==> src/rtl/wsp_pkg.sv <==
// Shared types and constants for the WAV stream parser.
// Used by the controller, the datapath and the top level.
`default_nettype none

package wsp_pkg;

	// Default number of channels that a frame may hold.
	localparam int MAX_CHANNELS = 8;

	// Chunk tags, read as big-endian words of the four ASCII characters.
	localparam logic [31:0] TAG_FMT  = 32'h666D_7420;
	localparam logic [31:0] TAG_DATA = 32'h6461_7461;

	// Format requirements checked at the data chunk; the size minimum is checked at the fmt chunk.
	localparam logic [15:0] FORMAT_PCM   = 16'd1;
	localparam logic [15:0] BITS_PCM16   = 16'd16;
	localparam logic [31:0] FMT_MIN_SIZE = 32'd16;

	// Byte positions within the fixed header pieces.
	localparam logic [3:0] PRE_LAST_BYTE = 4'd11;
	localparam logic [3:0] HDR_LAST_BYTE = 4'd7;
	localparam logic [3:0] WAVE_FIRST    = 4'd8;
	localparam logic [3:0] RIFF_END      = 4'd4;

	// Byte offsets of the fields inside a fmt chunk.
	localparam logic [4:0] FMT_OFS_FORMAT_LO = 5'd0;
	localparam logic [4:0] FMT_OFS_FORMAT_HI = 5'd1;
	localparam logic [4:0] FMT_OFS_CHAN_LO   = 5'd2;
	localparam logic [4:0] FMT_OFS_CHAN_HI   = 5'd3;
	localparam logic [4:0] FMT_OFS_RATE_0    = 5'd4;
	localparam logic [4:0] FMT_OFS_RATE_1    = 5'd5;
	localparam logic [4:0] FMT_OFS_RATE_2    = 5'd6;
	localparam logic [4:0] FMT_OFS_RATE_3    = 5'd7;
	localparam logic [4:0] FMT_OFS_BITS_LO   = 5'd14;
	localparam logic [4:0] FMT_OFS_BITS_HI   = 5'd15;
	localparam logic [4:0] FMT_OFS_END       = 5'd16;

	// Kind of a result request.
	typedef enum logic [1:0] {
		KIND_HEADER = 2'd0,
		KIND_SAMPLE = 2'd1,
		KIND_END    = 2'd2,
		KIND_ERROR  = 2'd3
	} result_kind_t;

	// Error code carried with an error result.
	typedef enum logic {
		ERR_PROTOCOL = 1'b0,
		ERR_FORMAT   = 1'b1
	} error_code_t;

	// Value of the action field.
	typedef enum logic {
		ACT_BYTE = 1'b0,
		ACT_END  = 1'b1
	} action_t;

	// Datapath operation for the current cycle.
	typedef enum logic [2:0] {
		DP_NOP  = 3'd0,
		DP_PRE  = 3'd1,
		DP_HDR  = 3'd2,
		DP_FMT  = 3'd3,
		DP_SKIP = 3'd4,
		DP_DATA = 3'd5,
		DP_EMIT = 3'd6
	} dp_op_t;

	// Commands from the controller to the datapath.
	typedef struct packed {
		dp_op_t       op;
		logic         push;
		result_kind_t kind;
		error_code_t  code;
	} wsp_cmd_t;

	// Status from the datapath to the controller.
	typedef struct packed {
		logic out_free;
		logic pre_last;
		logic pre_ok;
		logic hdr_last;
		logic tag_fmt;
		logic tag_data;
		logic size_small;
		logic size_zero;
		logic size_odd;
		logic fmt_ok;
		logic left_last;
		logic chunk_odd;
		logic frame_empty;
		logic frame_last;
		logic emit_last;
	} wsp_status_t;

	// Expected preamble byte at a given position (RIFF, then WAVE).
	function automatic logic [7:0] preamble_byte(input logic [3:0] pos);
		logic [7:0] val;
		case (pos)
			4'd0:    val = 8'h52;
			4'd1:    val = 8'h49;
			4'd2:    val = 8'h46;
			4'd3:    val = 8'h46;
			4'd8:    val = 8'h57;
			4'd9:    val = 8'h41;
			4'd10:   val = 8'h56;
			4'd11:   val = 8'h45;
			default: val = 8'h00;
		endcase
		return val;
	endfunction

endpackage

`default_nettype wire

==> src/rtl/wsp_if.sv <==
// Valid/ready channel interfaces of the WAV stream parser.
// Depends on nothing but itself; field widths are fixed by the stream format.
`default_nettype none

// Input channel: one stream byte or an end-of-stream mark per request.
interface wsp_stream_if;
	logic       valid;
	logic       ready;
	logic       action;
	logic [7:0] stream_byte;

	modport source (output valid, output action, output stream_byte, input ready);
	modport sink (input valid, input action, input stream_byte, output ready);
endinterface

// Output channel: one header, sample, end or error result per request.
interface wsp_result_if;
	logic               valid;
	logic               ready;
	logic        [1:0]  result_kind;
	logic               error_code;
	logic signed [15:0] sample_value;
	logic        [2:0]  channel_index;
	logic               frame_end;
	logic        [31:0] sample_rate;
	logic        [3:0]  channel_count;

	modport source (
		output valid, output result_kind, output error_code, output sample_value,
		output channel_index, output frame_end, output sample_rate,
		output channel_count, input ready
	);
	modport sink (
		input valid, input result_kind, input error_code, input sample_value,
		input channel_index, input frame_end, input sample_rate,
		input channel_count, output ready
	);
endinterface

`default_nettype wire

==> src/rtl/wsp_ctrl.sv <==
// Parser controller: walks preamble, chunk headers, fmt, skip, pad, data and emit phases.
// Depends on wsp_pkg for the command and status types.
`default_nettype none

module wsp_ctrl (
	input  wire                  clk,
	input  wire                  arst_n,
	input  wire                  in_valid,
	input  wire                  action,
	output logic                 in_ready,
	input  wsp_pkg::wsp_status_t status,
	output wsp_pkg::wsp_cmd_t    cmd
);

	typedef enum logic [2:0] {
		ST_PRE,
		ST_HDR,
		ST_FMT,
		ST_SKIP,
		ST_PAD,
		ST_DATA,
		ST_EMIT,
		ST_DONE
	} state_t;

	state_t state_q;
	state_t state_d;
	logic   fire;

	// A request is taken whenever the result register can take a result and no frame is being emitted.
	assign in_ready = status.out_free && (state_q != ST_EMIT);
	assign fire     = in_valid && in_ready;

	// Next state and datapath command.
	always_comb begin
		state_d   = state_q;
		cmd.op    = wsp_pkg::DP_NOP;
		cmd.push  = 1'b0;
		cmd.kind  = wsp_pkg::KIND_ERROR;
		cmd.code  = wsp_pkg::ERR_PROTOCOL;
		if (state_q == ST_EMIT) begin
			// Drain the gathered frame one sample per free output slot.
			if (status.out_free) begin
				cmd.op   = wsp_pkg::DP_EMIT;
				cmd.push = 1'b1;
				cmd.kind = wsp_pkg::KIND_SAMPLE;
				if (status.emit_last) begin
					state_d = ST_DATA;
				end
			end
		end else if (fire && state_q != ST_DONE) begin
			if (action == wsp_pkg::ACT_END) begin
				// End of stream is clean only between frames of the data.
				cmd.push = 1'b1;
				state_d  = ST_DONE;
				if (state_q == ST_DATA && status.frame_empty) begin
					cmd.kind = wsp_pkg::KIND_END;
				end
			end else begin
				case (state_q)
					ST_PRE: begin
						cmd.op = wsp_pkg::DP_PRE;
						if (status.pre_last) begin
							if (status.pre_ok) begin
								state_d = ST_HDR;
							end else begin
								cmd.push = 1'b1;
								state_d  = ST_DONE;
							end
						end
					end
					ST_HDR: begin
						cmd.op = wsp_pkg::DP_HDR;
						if (status.hdr_last) begin
							if (status.tag_fmt) begin
								if (status.size_small) begin
									cmd.push = 1'b1;
									state_d  = ST_DONE;
								end else begin
									state_d = ST_FMT;
								end
							end else if (status.tag_data) begin
								cmd.push = 1'b1;
								if (status.fmt_ok) begin
									cmd.kind = wsp_pkg::KIND_HEADER;
									state_d  = ST_DATA;
								end else begin
									cmd.code = wsp_pkg::ERR_FORMAT;
									state_d  = ST_DONE;
								end
							end else if (status.size_zero) begin
								state_d = status.size_odd ? ST_PAD : ST_HDR;
							end else begin
								state_d = ST_SKIP;
							end
						end
					end
					ST_FMT, ST_SKIP: begin
						cmd.op = (state_q == ST_FMT) ? wsp_pkg::DP_FMT : wsp_pkg::DP_SKIP;
						if (status.left_last) begin
							state_d = status.chunk_odd ? ST_PAD : ST_HDR;
						end
					end
					ST_PAD: begin
						state_d = ST_HDR;
					end
					ST_DATA: begin
						cmd.op = wsp_pkg::DP_DATA;
						if (status.frame_last) begin
							state_d = ST_EMIT;
						end
					end
					default: begin
						state_d = state_q;
					end
				endcase
			end
		end
	end

	// State register.
	always_ff @(posedge clk or negedge arst_n) begin
		if (!arst_n) begin
			state_q <= ST_PRE;
		end else begin
			state_q <= state_d;
		end
	end

endmodule

`default_nettype wire

==> src/rtl/wsp_dp.sv <==
// Parser datapath: header fields, chunk counters, frame store and result register.
// Depends on wsp_pkg for constants and the command and status types.
`default_nettype none

module wsp_dp #(
	parameter int MAX_CHANNELS = wsp_pkg::MAX_CHANNELS
) (
	input  wire                        clk,
	input  wire                        arst_n,
	input  wire        [7:0]           stream_byte,
	input  wsp_pkg::wsp_cmd_t          cmd,
	output wsp_pkg::wsp_status_t       status,
	input  wire                        out_ready,
	output logic                       out_valid,
	output logic       [1:0]           out_kind,
	output logic                       out_code,
	output logic signed [15:0]         out_sample,
	output logic       [2:0]           out_channel,
	output logic                       out_frame_end,
	output logic       [31:0]          out_rate,
	output logic       [3:0]           out_count
);

	localparam int IdxW = (MAX_CHANNELS > 1) ? $clog2(MAX_CHANNELS) : 1;
	localparam int ChW  = $clog2(MAX_CHANNELS + 1);
	localparam int PosW = $clog2(2 * MAX_CHANNELS + 1);

	logic [3:0]       byte_cnt_q;
	logic             preamble_ok_q;
	logic [31:0]      chunk_tag_q;
	logic [31:0]      chunk_left_q;
	logic             chunk_odd_q;
	logic [4:0]       fmt_offset_q;
	logic [15:0]      format_code_q;
	logic [15:0]      channel_field_q;
	logic [31:0]      rate_field_q;
	logic [15:0]      bits_field_q;
	logic [7:0]       low_byte_q;
	logic [PosW-1:0]  frame_pos_q;
	logic [IdxW-1:0]  emit_idx_q;
	logic [15:0]      frame_store [MAX_CHANNELS];

	logic             out_valid_q;
	logic [1:0]       out_kind_q;
	logic             out_code_q;
	logic [15:0]      out_sample_q;
	logic [2:0]       out_channel_q;
	logic             out_frame_end_q;
	logic [31:0]      out_rate_q;
	logic [3:0]       out_count_q;

	logic             pre_mismatch;
	logic [31:0]      size_full;
	logic [ChW-1:0]   nch;
	logic [PosW:0]    pos_next;

	// Preamble byte check against RIFF at the front and WAVE at the back.
	assign pre_mismatch = ((byte_cnt_q < wsp_pkg::RIFF_END) ||
		(byte_cnt_q >= wsp_pkg::WAVE_FIRST)) &&
		(stream_byte != wsp_pkg::preamble_byte(byte_cnt_q));

	// The chunk size as it stands once the current byte is shifted in.
	assign size_full = {stream_byte, chunk_left_q[31:8]};
	assign nch       = channel_field_q[ChW-1:0];
	assign pos_next  = {1'b0, frame_pos_q} + (PosW + 1)'(1);

	// Status toward the controller.
	always_comb begin
		status.out_free    = !out_valid_q || out_ready;
		status.pre_last    = (byte_cnt_q == wsp_pkg::PRE_LAST_BYTE);
		status.pre_ok      = preamble_ok_q && !pre_mismatch;
		status.hdr_last    = (byte_cnt_q == wsp_pkg::HDR_LAST_BYTE);
		status.tag_fmt     = (chunk_tag_q == wsp_pkg::TAG_FMT);
		status.tag_data    = (chunk_tag_q == wsp_pkg::TAG_DATA);
		status.size_small  = (size_full < wsp_pkg::FMT_MIN_SIZE);
		status.size_zero   = (size_full == 32'd0);
		status.size_odd    = size_full[0];
		status.fmt_ok      = (format_code_q == wsp_pkg::FORMAT_PCM) &&
			(channel_field_q != 16'd0) &&
			(channel_field_q <= 16'(MAX_CHANNELS)) &&
			(rate_field_q != 32'd0) && (bits_field_q == wsp_pkg::BITS_PCM16);
		status.left_last   = (chunk_left_q == 32'd1);
		status.chunk_odd   = chunk_odd_q;
		status.frame_empty = (frame_pos_q == '0);
		status.frame_last  = (pos_next == {1'b0, nch, 1'b0});
		status.emit_last   = (emit_idx_q == IdxW'(nch - ChW'(1)));
	end

	// Header and framing control state.
	always_ff @(posedge clk or negedge arst_n) begin
		if (!arst_n) begin
			byte_cnt_q    <= '0;
			preamble_ok_q <= 1'b1;
			chunk_odd_q   <= 1'b0;
			fmt_offset_q  <= '0;
			frame_pos_q   <= '0;
			emit_idx_q    <= '0;
		end else begin
			case (cmd.op)
				wsp_pkg::DP_PRE: begin
					if (pre_mismatch) begin
						preamble_ok_q <= 1'b0;
					end
					byte_cnt_q <= (byte_cnt_q == wsp_pkg::PRE_LAST_BYTE) ? 4'd0 :
						byte_cnt_q + 4'd1;
				end
				wsp_pkg::DP_HDR: begin
					if (byte_cnt_q == wsp_pkg::HDR_LAST_BYTE) begin
						byte_cnt_q   <= 4'd0;
						chunk_odd_q  <= size_full[0];
						fmt_offset_q <= '0;
						frame_pos_q  <= '0;
						emit_idx_q   <= '0;
					end else begin
						byte_cnt_q <= byte_cnt_q + 4'd1;
					end
				end
				wsp_pkg::DP_FMT: begin
					if (fmt_offset_q != wsp_pkg::FMT_OFS_END) begin
						fmt_offset_q <= fmt_offset_q + 5'd1;
					end
				end
				wsp_pkg::DP_DATA: begin
					frame_pos_q <= status.frame_last ? '0 : pos_next[PosW-1:0];
				end
				wsp_pkg::DP_EMIT: begin
					emit_idx_q <= status.emit_last ? '0 : emit_idx_q + IdxW'(1);
				end
				default: begin
					byte_cnt_q <= byte_cnt_q;
				end
			endcase
		end
	end

	// Chunk tag, size counter and fmt fields; the fmt fields start out as zero.
	always_ff @(posedge clk or negedge arst_n) begin
		if (!arst_n) begin
			chunk_tag_q     <= '0;
			chunk_left_q    <= '0;
			format_code_q   <= '0;
			channel_field_q <= '0;
			rate_field_q    <= '0;
			bits_field_q    <= '0;
		end else begin
			case (cmd.op)
				wsp_pkg::DP_HDR: begin
					if (byte_cnt_q < wsp_pkg::RIFF_END) begin
						chunk_tag_q <= {chunk_tag_q[23:0], stream_byte};
					end else begin
						chunk_left_q <= size_full;
					end
				end
				wsp_pkg::DP_FMT: begin
					chunk_left_q <= chunk_left_q - 32'd1;
					case (fmt_offset_q)
						wsp_pkg::FMT_OFS_FORMAT_LO: format_code_q <= {8'd0, stream_byte};
						wsp_pkg::FMT_OFS_FORMAT_HI: format_code_q[15:8] <= stream_byte;
						wsp_pkg::FMT_OFS_CHAN_LO: channel_field_q <= {8'd0, stream_byte};
						wsp_pkg::FMT_OFS_CHAN_HI: channel_field_q[15:8] <= stream_byte;
						wsp_pkg::FMT_OFS_RATE_0: rate_field_q <= {24'd0, stream_byte};
						wsp_pkg::FMT_OFS_RATE_1: rate_field_q[15:8] <= stream_byte;
						wsp_pkg::FMT_OFS_RATE_2: rate_field_q[23:16] <= stream_byte;
						wsp_pkg::FMT_OFS_RATE_3: rate_field_q[31:24] <= stream_byte;
						wsp_pkg::FMT_OFS_BITS_LO: bits_field_q <= {8'd0, stream_byte};
						wsp_pkg::FMT_OFS_BITS_HI: bits_field_q[15:8] <= stream_byte;
						default: begin
							bits_field_q <= bits_field_q;
						end
					endcase
				end
				wsp_pkg::DP_SKIP: begin
					chunk_left_q <= chunk_left_q - 32'd1;
				end
				default: begin
					chunk_left_q <= chunk_left_q;
				end
			endcase
		end
	end

	// Frame store: the low byte is held, the high byte completes the sample.
	always_ff @(posedge clk) begin
		if (cmd.op == wsp_pkg::DP_DATA) begin
			if (!frame_pos_q[0]) begin
				low_byte_q <= stream_byte;
			end else begin
				frame_store[IdxW'(frame_pos_q >> 1)] <= {stream_byte, low_byte_q};
			end
		end
	end

	// Result register valid flag.
	always_ff @(posedge clk or negedge arst_n) begin
		if (!arst_n) begin
			out_valid_q <= 1'b0;
		end else if (cmd.push) begin
			out_valid_q <= 1'b1;
		end else if (out_ready) begin
			out_valid_q <= 1'b0;
		end
	end

	// Result register payload; samples are read from the frame store here.
	always_ff @(posedge clk) begin
		if (cmd.push) begin
			out_kind_q      <= cmd.kind;
			out_code_q      <= (cmd.kind == wsp_pkg::KIND_ERROR) ? cmd.code :
				wsp_pkg::ERR_PROTOCOL;
			out_sample_q    <= '0;
			out_channel_q   <= '0;
			out_frame_end_q <= 1'b0;
			out_rate_q      <= '0;
			out_count_q     <= '0;
			if (cmd.kind == wsp_pkg::KIND_SAMPLE) begin
				out_sample_q    <= frame_store[emit_idx_q];
				out_channel_q   <= 3'(emit_idx_q);
				out_frame_end_q <= status.emit_last;
			end
			if (cmd.kind == wsp_pkg::KIND_HEADER) begin
				out_rate_q  <= rate_field_q;
				out_count_q <= channel_field_q[3:0];
			end
		end
	end

	assign out_valid     = out_valid_q;
	assign out_kind      = out_kind_q;
	assign out_code      = out_code_q;
	assign out_sample    = out_sample_q;
	assign out_channel   = out_channel_q;
	assign out_frame_end = out_frame_end_q;
	assign out_rate      = out_rate_q;
	assign out_count     = out_count_q;

endmodule

`default_nettype wire

==> src/rtl/wav_stream_parser.sv <==
// WAV stream parser top level: joins the controller and the datapath to the channels.
// Depends on wsp_pkg, wsp_if (wsp_stream_if, wsp_result_if), wsp_ctrl and wsp_dp.
//
// Usage: the stream channel carries one byte of a RIFF/WAV file per request,
// or an end-of-stream mark (action high). The result channel returns the
// header report (rate and channel count) once the data chunk is reached,
// then the samples of each complete frame, channel by channel, and finally
// a clean-end or error result. After an end or error, further requests are
// taken and dropped without results.
// Header, end and error results are presented in the cycle after the request
// that causes them. One byte per cycle is taken through the header and within
// a frame while the output register is free; after the last byte of a frame
// the stream side is held off while the samples are read out of the frame
// store, one per cycle while the output register is free.
// Stalls: results wait in a single output register; a new request is taken
// only when that register is empty or being drained in the same cycle, and
// not while samples are read out. Reset (arst_n low) clears the controller,
// the counters and the output valid flag; then the 12-byte preamble is expected.
`default_nettype none

module wav_stream_parser #(
	parameter int MAX_CHANNELS = wsp_pkg::MAX_CHANNELS
) (
	input  wire                 clk,
	input  wire                 arst_n,
	wsp_stream_if.sink          stream,
	wsp_result_if.source        result
);

	wsp_pkg::wsp_cmd_t    cmd;
	wsp_pkg::wsp_status_t status;

	// Phase sequencing.
	wsp_ctrl u_ctrl (
		.clk      (clk),
		.arst_n   (arst_n),
		.in_valid (stream.valid),
		.action   (stream.action),
		.in_ready (stream.ready),
		.status   (status),
		.cmd      (cmd)
	);

	// Fields, counters, frame store and result register.
	wsp_dp #(
		.MAX_CHANNELS (MAX_CHANNELS)
	) u_dp (
		.clk           (clk),
		.arst_n        (arst_n),
		.stream_byte   (stream.stream_byte),
		.cmd           (cmd),
		.status        (status),
		.out_ready     (result.ready),
		.out_valid     (result.valid),
		.out_kind      (result.result_kind),
		.out_code      (result.error_code),
		.out_sample    (result.sample_value),
		.out_channel   (result.channel_index),
		.out_frame_end (result.frame_end),
		.out_rate      (result.sample_rate),
		.out_count     (result.channel_count)
	);

endmodule

`default_nettype wire

==> src/flat_wrapper.sv <==
// flat-port wrapper written by rule: the top's interface ports become plain ports
module wav_stream_parser_flat 
#(
	parameter int MAX_CHANNELS = wsp_pkg::MAX_CHANNELS
)
  (clk, arst_n, stream_valid, stream_action, stream_stream_byte, stream_ready, result_valid, result_result_kind, result_error_code, result_sample_value, result_channel_index, result_frame_end, result_sample_rate, result_channel_count, result_ready);
  wsp_stream_if stream_i ();
  wsp_result_if result_i ();
  input  wire clk;
  input  wire arst_n;
  input wire logic [$bits(stream_i.valid)-1:0] stream_valid;
  input wire logic [$bits(stream_i.action)-1:0] stream_action;
  input wire logic [$bits(stream_i.stream_byte)-1:0] stream_stream_byte;
  output wire logic [$bits(stream_i.ready)-1:0] stream_ready;
  output wire logic [$bits(result_i.valid)-1:0] result_valid;
  output wire logic [$bits(result_i.result_kind)-1:0] result_result_kind;
  output wire logic [$bits(result_i.error_code)-1:0] result_error_code;
  output wire logic [$bits(result_i.sample_value)-1:0] result_sample_value;
  output wire logic [$bits(result_i.channel_index)-1:0] result_channel_index;
  output wire logic [$bits(result_i.frame_end)-1:0] result_frame_end;
  output wire logic [$bits(result_i.sample_rate)-1:0] result_sample_rate;
  output wire logic [$bits(result_i.channel_count)-1:0] result_channel_count;
  input wire logic [$bits(result_i.ready)-1:0] result_ready;
  assign stream_i.valid = stream_valid;
  assign stream_i.action = stream_action;
  assign stream_i.stream_byte = stream_stream_byte;
  assign stream_ready = stream_i.ready;
  assign result_valid = result_i.valid;
  assign result_result_kind = result_i.result_kind;
  assign result_error_code = result_i.error_code;
  assign result_sample_value = result_i.sample_value;
  assign result_channel_index = result_i.channel_index;
  assign result_frame_end = result_i.frame_end;
  assign result_sample_rate = result_i.sample_rate;
  assign result_channel_count = result_i.channel_count;
  assign result_i.ready = result_ready;
  wav_stream_parser #(.MAX_CHANNELS(MAX_CHANNELS)) u_core (.clk(clk), .arst_n(arst_n), .stream(stream_i), .result(result_i));
endmodule
==> config.mk <==
export PLATFORM = sky130hd
export DESIGN_NAME = wav_stream_parser_flat
export DESIGN_NICKNAME = d
export VERILOG_FILES = /design/src/rtl/wsp_pkg.sv /design/src/rtl/wsp_if.sv /design/src/rtl/wsp_ctrl.sv /design/src/rtl/wsp_dp.sv /design/src/rtl/wav_stream_parser.sv /design/src/flat_wrapper.sv
export SDC_FILE = /design/constraint.sdc
export NUM_CORES = 1
export LEC_CHECK = 0
export ABC_AREA = 1
export BUFFER_PORTS_ARGS = -buffer_cell sky130_fd_sc_hd__buf_2
export CAP_MARGIN = 15
export CORE_MARGIN = 4
export CORE_UTILIZATION = 42
export CTS_CLUSTER_DIAMETER = 120
export CTS_CLUSTER_SIZE = 16
export DETAILED_ROUTE_END_ITERATION = 8
export GPL_ROUTABILITY_DRIVEN = 0
export GPL_TIMING_DRIVEN = 0
export HOLD_SLACK_MARGIN = 0.08
export PLACE_DENSITY = 0.64
export SETUP_SLACK_MARGIN = 0.15
export SYNTH_ARGS = -nofsm -noshare
export SYNTH_HDL_FRONTEND = slang
export SYNTH_SLANG_ARGS = --single-unit
==> constraint.sdc <==
create_clock -name clk -period 4.3 [get_ports clk]
set_input_delay 0.215 -clock clk [delete_from_list [all_inputs] [get_ports clk]]
set_output_delay 0.215 -clock clk [all_outputs]
set_load 0.1 [all_outputs]
# After elaboration in Yosys (flattened, before gate mapping)
# Memories as Yosys holds them, arrays and structs flattened. A register that Yosys moved wholly into a read port is not among the register bits.
# Cells that the tools add are included.
word_totals:
  reg_bits: 218
  mem_bits_rw: 128
  mem_bits_ro: 96
  in_bits: 13
  output_inout_bits: 61
  word_cells: 215
  n_memories: 2
memory_table:
  columns: ["name", "words", "width", "rd", "rd_ports_with_merged_regs", "write_ports", "line_no", "source"]
  rows:
  - ["u_core.u_dp.frame_store", 8, 16, 1, 1, 1, "wsp_dp.sv:41", "logic [15:0] frame_store [MAX_CHANNELS];"]
  - ["(name not given)", 16, 6, 1, 0, 0, "wsp_pkg.sv:99", "case (pos)"]
op_classes:
  addsub: 6
  magnitude_cmp: 4
  eq_ne: 45
  n_mux: 68
  bitwise_logic: 5
  reduce_logical: 58
ops:
  columns: ["cell", "n"]
  rows:
  - ["8-bit case mux with 2 select lines", 6]
  - ["3-bit 2-to-1 mux", 23]
  - ["32-bit by 31-bit equality test with 1-bit output (second input constant)", 2]
  - ["32-bit case mux with 2 select lines", 1]
  - ["4-bit 2-to-1 mux", 10]
  - ["2-bit AND reduction", 17]
  - ["32-bit by 1-bit equality test with 1-bit output (second input constant)", 1]
  - ["32-bit logical NOT", 1]
  - ["32-bit by 5-bit < comparator with 1-bit output (second input constant)", 1]
  - ["32-bit 2-to-1 mux", 1]
  - ["32-bit nonzero test", 1]
  - ["32-bit by 1-bit subtractor with 32-bit output (second input constant)", 1]
  - ["2-bit nonzero test", 13]
  - ["5-bit by 3-bit equality test with 1-bit output (second input constant)", 4]
  - ["5-bit case mux with 2 select lines", 2]
  - ["3-bit equality test (second input constant)", 6]
  - ["16-bit by 1-bit equality test with 1-bit output (second input constant)", 1]
  - ["16-bit by 5-bit equality test with 1-bit output (second input constant)", 1]
  - ["16-bit by 4-bit <= comparator with 1-bit output (second input constant)", 1]
  - ["16-bit nonzero test", 1]
  - ["5-bit 2-to-1 mux", 3]
  - ["3-bit case mux with 5 select lines", 1]
  - ["3-bit by 2-bit equality test with 1-bit output (second input constant)", 4]
  - ["1-bit 2-to-1 mux", 12]
  - ["other kinds (43)", 72]

# Depth between registers and ports, before layout
logic_depth:
  ltp_word: 23
  depth_mapped: 16
  mapped_depth_nobuf: 15

# Cells and area by module
# From an unflattened synthesis, not the netlist that was laid out.
unflattened:
  hier_cells: 1676
  area_unflattened_um2: 16230.6
by_module_without_submodules:
  columns: ["module", "n_inst", "cells_each", "area_each_um2", "seq_area_each_um2"]
  rows:
  - ["wsp_dp", 1, 1576, 15711.3, 9960.8]
  - ["wsp_ctrl", 1, 100, 519.2, 75.1]

# Least setup slack after synthesis
# No wires, ideal clock.
synth_path:
  path_kind: "flip-flop to flip-flop"
  from: "reg u_core.u_dp.out_valid_q, in the netlist u_core.u_dp.out_valid"
  to: "mem u_core.u_dp.frame_store[7][0], enable pin"
  setup_ns: 0.430
  t_arrival_ns: 3.506
  t_required_ns: 3.870
  path_slack_ns: 0.363
  path_stages_with_launch: 11
  n_path_buf: 0
  synth_period_minus_slack_ns: 3.937
  cell_sequence: "dfrtp_1 -> inv_1 -> nor2_2 -> nor3_4 -> nand2_1 -> nor2_2 -> nor2_4 -> nand2_4 -> inv_2 -> nand2_1 -> nor4_1"
synth_via:
  elab_chain_cells: 10
  elab_cells_between_ends: 11
  classes_between: "1 x eq/ne; 5 x mux; 5 x reduce/logical"
synth_lines:
  columns: ["element", "line_no", "source"]
  rows:
  - ["start: declaration", "wsp_dp.sv:43", "logic out_valid_q;"]
  - ["start signal: assignment", "wsp_dp.sv:196", "out_valid_q <= 1'b0;"]
  - ["start signal: assignment", "wsp_dp.sv:198", "out_valid_q <= 1'b1;"]
  - ["start signal: assignment", "wsp_dp.sv:200", "out_valid_q <= 1'b0;"]
  - ["1-bit logical NOT *", "wsp_dp.sv:69", "status.out_free = !out_valid_q || out_ready;"]
  - ["1-bit logical OR *", "wsp_dp.sv:69", null]
  - ["1-bit logical AND", "wsp_ctrl.sv:31", "assign in_ready = status.out_free && (state_q != ST_EMIT);"]
  - ["1-bit logical AND", "wsp_ctrl.sv:32", "assign fire = in_valid && in_ready;"]
  - ["1-bit logical AND", "wsp_ctrl.sv:51", "end else if (fire && state_q != ST_DONE) begin"]
  - ["7-bit 2-to-1 mux", "wsp_ctrl.sv:51", null]
  - ["6-bit 2-to-1 mux *", "wsp_ctrl.sv:41", "if (state_q == ST_EMIT) begin"]
  - ["3-bit equality test *", "wsp_dp.sv:184", "if (cmd.op == wsp_pkg::DP_DATA) begin"]
  - ["1-bit 2-to-1 mux *", "wsp_dp.sv:184", null]
  - ["1-bit 2-to-1 mux (not written as such) *", "wsp_dp.sv:188", "frame_store[IdxW'(frame_pos_q >> 1)] <= {stream_byte, low_byte_q};"]
  - ["end: declaration", "wsp_dp.sv:41", null]
# Mark *: on every way between the ends. The rest lies on a longest branch, timed or not.

# Worst setup path in the final report
layout_path:
  from: "reg u_core.u_ctrl.state_q[0]"
  to: "mem u_core.u_dp.frame_store[2][5], enable pin"
layout_via:
  elab_chain_cells: 9
  elab_cells_between_ends: 20
  classes_between: "8 x eq/ne; 7 x mux; 5 x reduce/logical"
layout_lines:
  columns: ["element", "line_no", "source"]
  rows:
  - ["start: declaration", "wsp_ctrl.sv:26", "state_t state_q;"]
  - ["start signal: assignment", "wsp_ctrl.sv:126", "state_q <= state_d;"]
  - ["3-bit by 2-bit equality test with 1-bit output (tied with other cells)", "wsp_ctrl.sv:60, wsp_ctrl.sv:99", null]
  - ["3-bit 2-to-1 mux (tied with other cells)", "wsp_ctrl.sv:99", "cmd.op = (state_q == ST_FMT) ? wsp_pkg::DP_FMT : wsp_pkg::DP_SKIP;"]
  - ["3-bit case mux with 4 select lines or 1-bit logical AND (tied branches)", "wsp_ctrl.sv:60, wsp_ctrl.sv:32", null]
  - ["3-bit 2-to-1 mux or 1-bit logical AND (tied branches)", "wsp_ctrl.sv:52, wsp_ctrl.sv:51", null]
  - ["7-bit 2-to-1 mux", "wsp_ctrl.sv:51", null]
  - ["6-bit 2-to-1 mux *", "wsp_ctrl.sv:41", null]
  - ["3-bit equality test *", "wsp_dp.sv:184", null]
  - ["1-bit 2-to-1 mux *", "wsp_dp.sv:184", null]
  - ["1-bit 2-to-1 mux (not written as such) *", "wsp_dp.sv:188", null]
# Marked as above.

==> impl_metrics.yaml <==
pwr:
  p_comb_share_pct: 40.8
  irDropWorstVdd_mv: 0.2936
  p_leak_nw: 7.805
  fin_total_pwr_w: 0.01180
  p_clk_share_pct: 19.6
  switching_power_w: 0.005153
  p_sw_share_pct: 43.68
  power_report.internal_total_w: 0.006644
  relative_contribution_of_sequential_cells_to_total_power_pct: 39.7
  power-per-cell-area_mw_per_mm2: 632.8
logic_synthesis:
  ys_top_cells_by_area: "sky130_fd_sc_hd__edfxtp_1, sky130_fd_sc_hd__dfrtp_1, sky130_fd_sc_hd__nand2_1"
  ys_seq_area_share_pct: 60.45
  async_reset_ff_share_pct: 46.13
  ys.flop_type: "sky130_fd_sc_hd__edfxtp_1"
  syn_nets: 1827
  synth_cells: 1797
  synthesis.area_sq_mm: 0.01660
  postSynthRegisterBits: 362
  post_synth_num_cell_types: 38
  synth-edff-count: 195
  post-synth-top-area-fraction_pct: 35.27
  synth.avg_cell_area_sq_um: 9.239
  area_leader_netlist: "sky130_fd_sc_hd__edfxtp_1"
  synth-warning-count: 0
setup_path:
  cpMostUsedCell: "sky130_fd_sc_hd__nand2_1"
  setup.worst_path.class: "flip-flop to flip-flop"
  setup.worst_path.start_class: "flip-flop"
  max_stage_delay_ns: 0.69
  crit_arrival_ns: 3.55
  crit_fanout: 10
  critical_path.slowest_cell: "sky130_fd_sc_hd__nor3_2"
  critical_path.cell_chain: "inv_1, nor2_4, nand2_1, o21ai_1, nand2_1, nor2_4, nand2_4, inv_2, nand2_1, inv_2, nand3_1, nor3_2, buf_6"
  worstSetupEndpointType: "flip-flop"
  timing.critical_path.required_ns: 4.55
  critPathTopFamily: "simple AND/OR/NAND/NOR gates"
  timing.critical_path.buf_inv: 4
sta:
  grt_setup_unrepaired: "no"
  part_of_the_cycle_the_worst_path_needs_pct: 76.62
  finalClockSkew_ns: 0.01651
  whs_ns: 0.2017
  final-hold-violation-count: 0
  setup-violations-final: 0
  max-slew-margin-rel_pct: 34.32
  timing.final.ws_setup_ns: 1.005
  slew_violations: 0
  final.min_clock_period_ns: 3.295
  maxClockFrequency_ghz: 0.3035
  worst_slew_pin_slew_ns: 0.9770
routing:
  num_vias: 12723
  drt_met1_wl_um: 18400
  routedWlPerCell_um: 16.76
  drt-total-wl_um: 41100
  initialDrtViolationCount: 1155
  topRoutingLayerUsed: "met4"
  wire_length_on_met3_um: 2267
  drc: 0
  drtAntennaViolNets: 0
  detailedRoute.firstPassIterationCount: 5
  detailroute.wirelength.met2_um: 19690
  via_per_inst: 5.189
grt:
  grt_antenna_before_repair: 1
  grt_max_degree: 95
  vias_in_the_first_global_route: 11897
  globalRoute.totalOverflow: 0
  globalRouteTotalUtil_pct: 18.93
  grt_pass1_wl_um: 64450
floorplanning:
  die_h_um: 206.8
  design.die.area_sq_mm: 0.04277
  num_rows: 72
  floorplan.core_area_sq_mm: 0.03883
  floorplan.die.width_um: 206.8
  floorplan.initialDensity_pct: 42.76
  boundaryPins: 74
cells_and_area:
  final_net_count: 1947
  layout.cells.most_common: "sky130_fd_sc_hd__nand2_1"
  antenna_cells: 0
  area_delta_synth_final_pct: 12.28
  drive_above_1_share_pct: 9.669
  postLayoutCellArea_sq_mm: 0.01864
  layout.cells.most_common_list: "sky130_fd_sc_hd__nand2_1, sky130_fd_sc_hd__nor2_1, sky130_fd_sc_hd__edfxtp_1"
clock_network:
  tritoncts: "yes"
  clkTransAtPathRegs_ns: 0.07
  cts.path.max_buffers: 3
  ctsRootBufferMaster: "sky130_fd_sc_hd__clkbuf_16"
  cts_resized: 0
  h_tree_level_count: 1
  sinks_on_clock_net: 362
  post_cts.repair.setup_buffers: 0
  insertion_delay_ns: 0.55
  number_of_cts_inserted_buffers: 26
place:
  dp_hpwl_um: 28730
  numPortBuffers: 73
  placed_cell_area_sq_mm: 0.01780
  dp_worst_setup_slack_ns: 1.040
worst_hold_path:
  min-delay-path-class: "primary input to flip-flop"
outcome:
  outcome: "finished, final reports clean"
job:
  maxCapViolations: 0
-- power groups by stage --
stage	logic [W]	registers [W]	clock network, W
final	0.00481	0.00468	0.00231
after global routing	0.00530	0.00474	0.00249
after CTS	0.00481	0.00467	0.00236
after detailed placement	0.00479	0.00474	0
after global placement	0.00470	0.00474	0
after floorplan	0.00267	0.00566	0
-- worst paths after layout --
kind,slack [ns],from,cells past startpoint,to
min reg2reg,0.47,u_core.u_dp.preamble_ok_q,2,u_core.u_dp.preamble_ok_q
min in group asynchronous,0.22,arst_n,2,u_core.u_dp.rate_field_q[24]
max,1.01,u_core.u_ctrl.state_q[0],13,u_core.u_dp.frame_store[2][5]
max in group asynchronous,3.22,arst_n,3,u_core.u_dp.chunk_tag_q[9]
max reg2reg,1.01,u_core.u_ctrl.state_q[0],13,u_core.u_dp.frame_store[2][5]
min,0.20,stream_action,5,u_core.u_ctrl.state_q[1]
-- logic make-up (layout without fill, tap and decap cells) --
kind of cell,count (synthesis),after routing,share of synthesized area [%]
xor+xnor,37,37,1.952
simple gates,912,912,22.47
fa+ha+maj,17,17,1.281
buf+inv,212,349,5.275
flops,362,362,60.45
compound gates,257,257,8.576
-- layer usage --
| layer | GRT usage, % | up-vias |
|---|---|---|
| met2 | 31.95 | 368 |
| met3 | 2.078 | 61 |
| met5 | 0 | - |
| met1 | 26.64 | 6132 |
| li1 | - | 6162 |
| met4 | 4.320 | 0 |
-- flip-flops by register name (all words and copies together), names as in the netlist, 2 cells and up --
name,cells
u_core.u_ctrl.state_q,3
u_core.u_dp.bits_field_q,16
u_core.u_dp.byte_cnt_q,4
u_core.u_dp.channel_field_q,16
u_core.u_dp.chunk_left_q,32
u_core.u_dp.chunk_tag_q,32
u_core.u_dp.emit_idx_q,3
u_core.u_dp.fmt_offset_q,5
u_core.u_dp.format_code_q,16
u_core.u_dp.frame_pos_q,5
u_core.u_dp.frame_store,128
u_core.u_dp.low_byte_q,8
u_core.u_dp.out_channel,3
u_core.u_dp.out_count,4
u_core.u_dp.out_kind,2
u_core.u_dp.out_rate,32
u_core.u_dp.out_sample,16
u_core.u_dp.rate_field_q,32
-- repair_timing --
item	CTS	global route
endpoints found under the hold margin	145	0
setup endpoints to repair	0	0
hold buffers	9	0
-- Yosys cell counts (7+ instances only) --
cell type / count
sky130_fd_sc_hd__nand2_1: 443
sky130_fd_sc_hd__nor2_1: 318
sky130_fd_sc_hd__edfxtp_1: 195
sky130_fd_sc_hd__dfrtp_1: 166
sky130_fd_sc_hd__o21ai_0: 164
sky130_fd_sc_hd__inv_1: 134
sky130_fd_sc_hd__nand3_1: 102
sky130_fd_sc_hd__clkbuf_1: 39
sky130_fd_sc_hd__o21ai_1: 35
sky130_fd_sc_hd__xor2_1: 25
sky130_fd_sc_hd__o22ai_1: 20
sky130_fd_sc_hd__buf_2: 17
sky130_fd_sc_hd__ha_1: 17
sky130_fd_sc_hd__nand4_1: 14
sky130_fd_sc_hd__nor3_1: 12
sky130_fd_sc_hd__xnor2_1: 12
sky130_fd_sc_hd__a311oi_1: 11
sky130_fd_sc_hd__a21oi_1: 7
sky130_fd_sc_hd__a21oi_2: 7
-- worst register-to-register path, stage by stage (launching register included) --
cell                      delay (ns)
sky130_fd_sc_hd__dfrtp_1        0.38
sky130_fd_sc_hd__inv_1          0.15
sky130_fd_sc_hd__nor2_4         0.14
sky130_fd_sc_hd__nand2_1        0.15
sky130_fd_sc_hd__o21ai_1        0.12
sky130_fd_sc_hd__nand2_1        0.10
sky130_fd_sc_hd__nor2_4         0.21
sky130_fd_sc_hd__nand2_4        0.17
sky130_fd_sc_hd__inv_2          0.09
sky130_fd_sc_hd__nand2_1        0.20
sky130_fd_sc_hd__inv_2          0.15
sky130_fd_sc_hd__nand3_1        0.21
sky130_fd_sc_hd__nor3_2         0.69
sky130_fd_sc_hd__buf_6          0.26
-- cell type report --
| cell class | count | area [sq um] |
|---|---|---|
| clock buffers | 44 | 739.5 |
| multi-input cells | 1223 | 5729 |
| repair buffers | 92 | 605.6 |
| plain buffers | 68 | 332.8 |
| flip-flops and latches | 362 | 10040 |
| fillers | 3578 | 20190 |
| inverters | 144 | 543.0 |
| clock inverters | 1 | 7.507 |
| well taps | 518 | 648.1 |
-- through the flow --
stage	cells	TNS (ns)	utilization [%]
2_1_floorplan	1797	0	-
3_3_place_gp	2388	-20.77	45.37
3_5_place_dp	2398	0	45.86
4_1_cts	2452	0	48.01
5_1_grt	2452	0	48.01
6_report	2452	0	48.01
(Power assumes the default switching activity.)
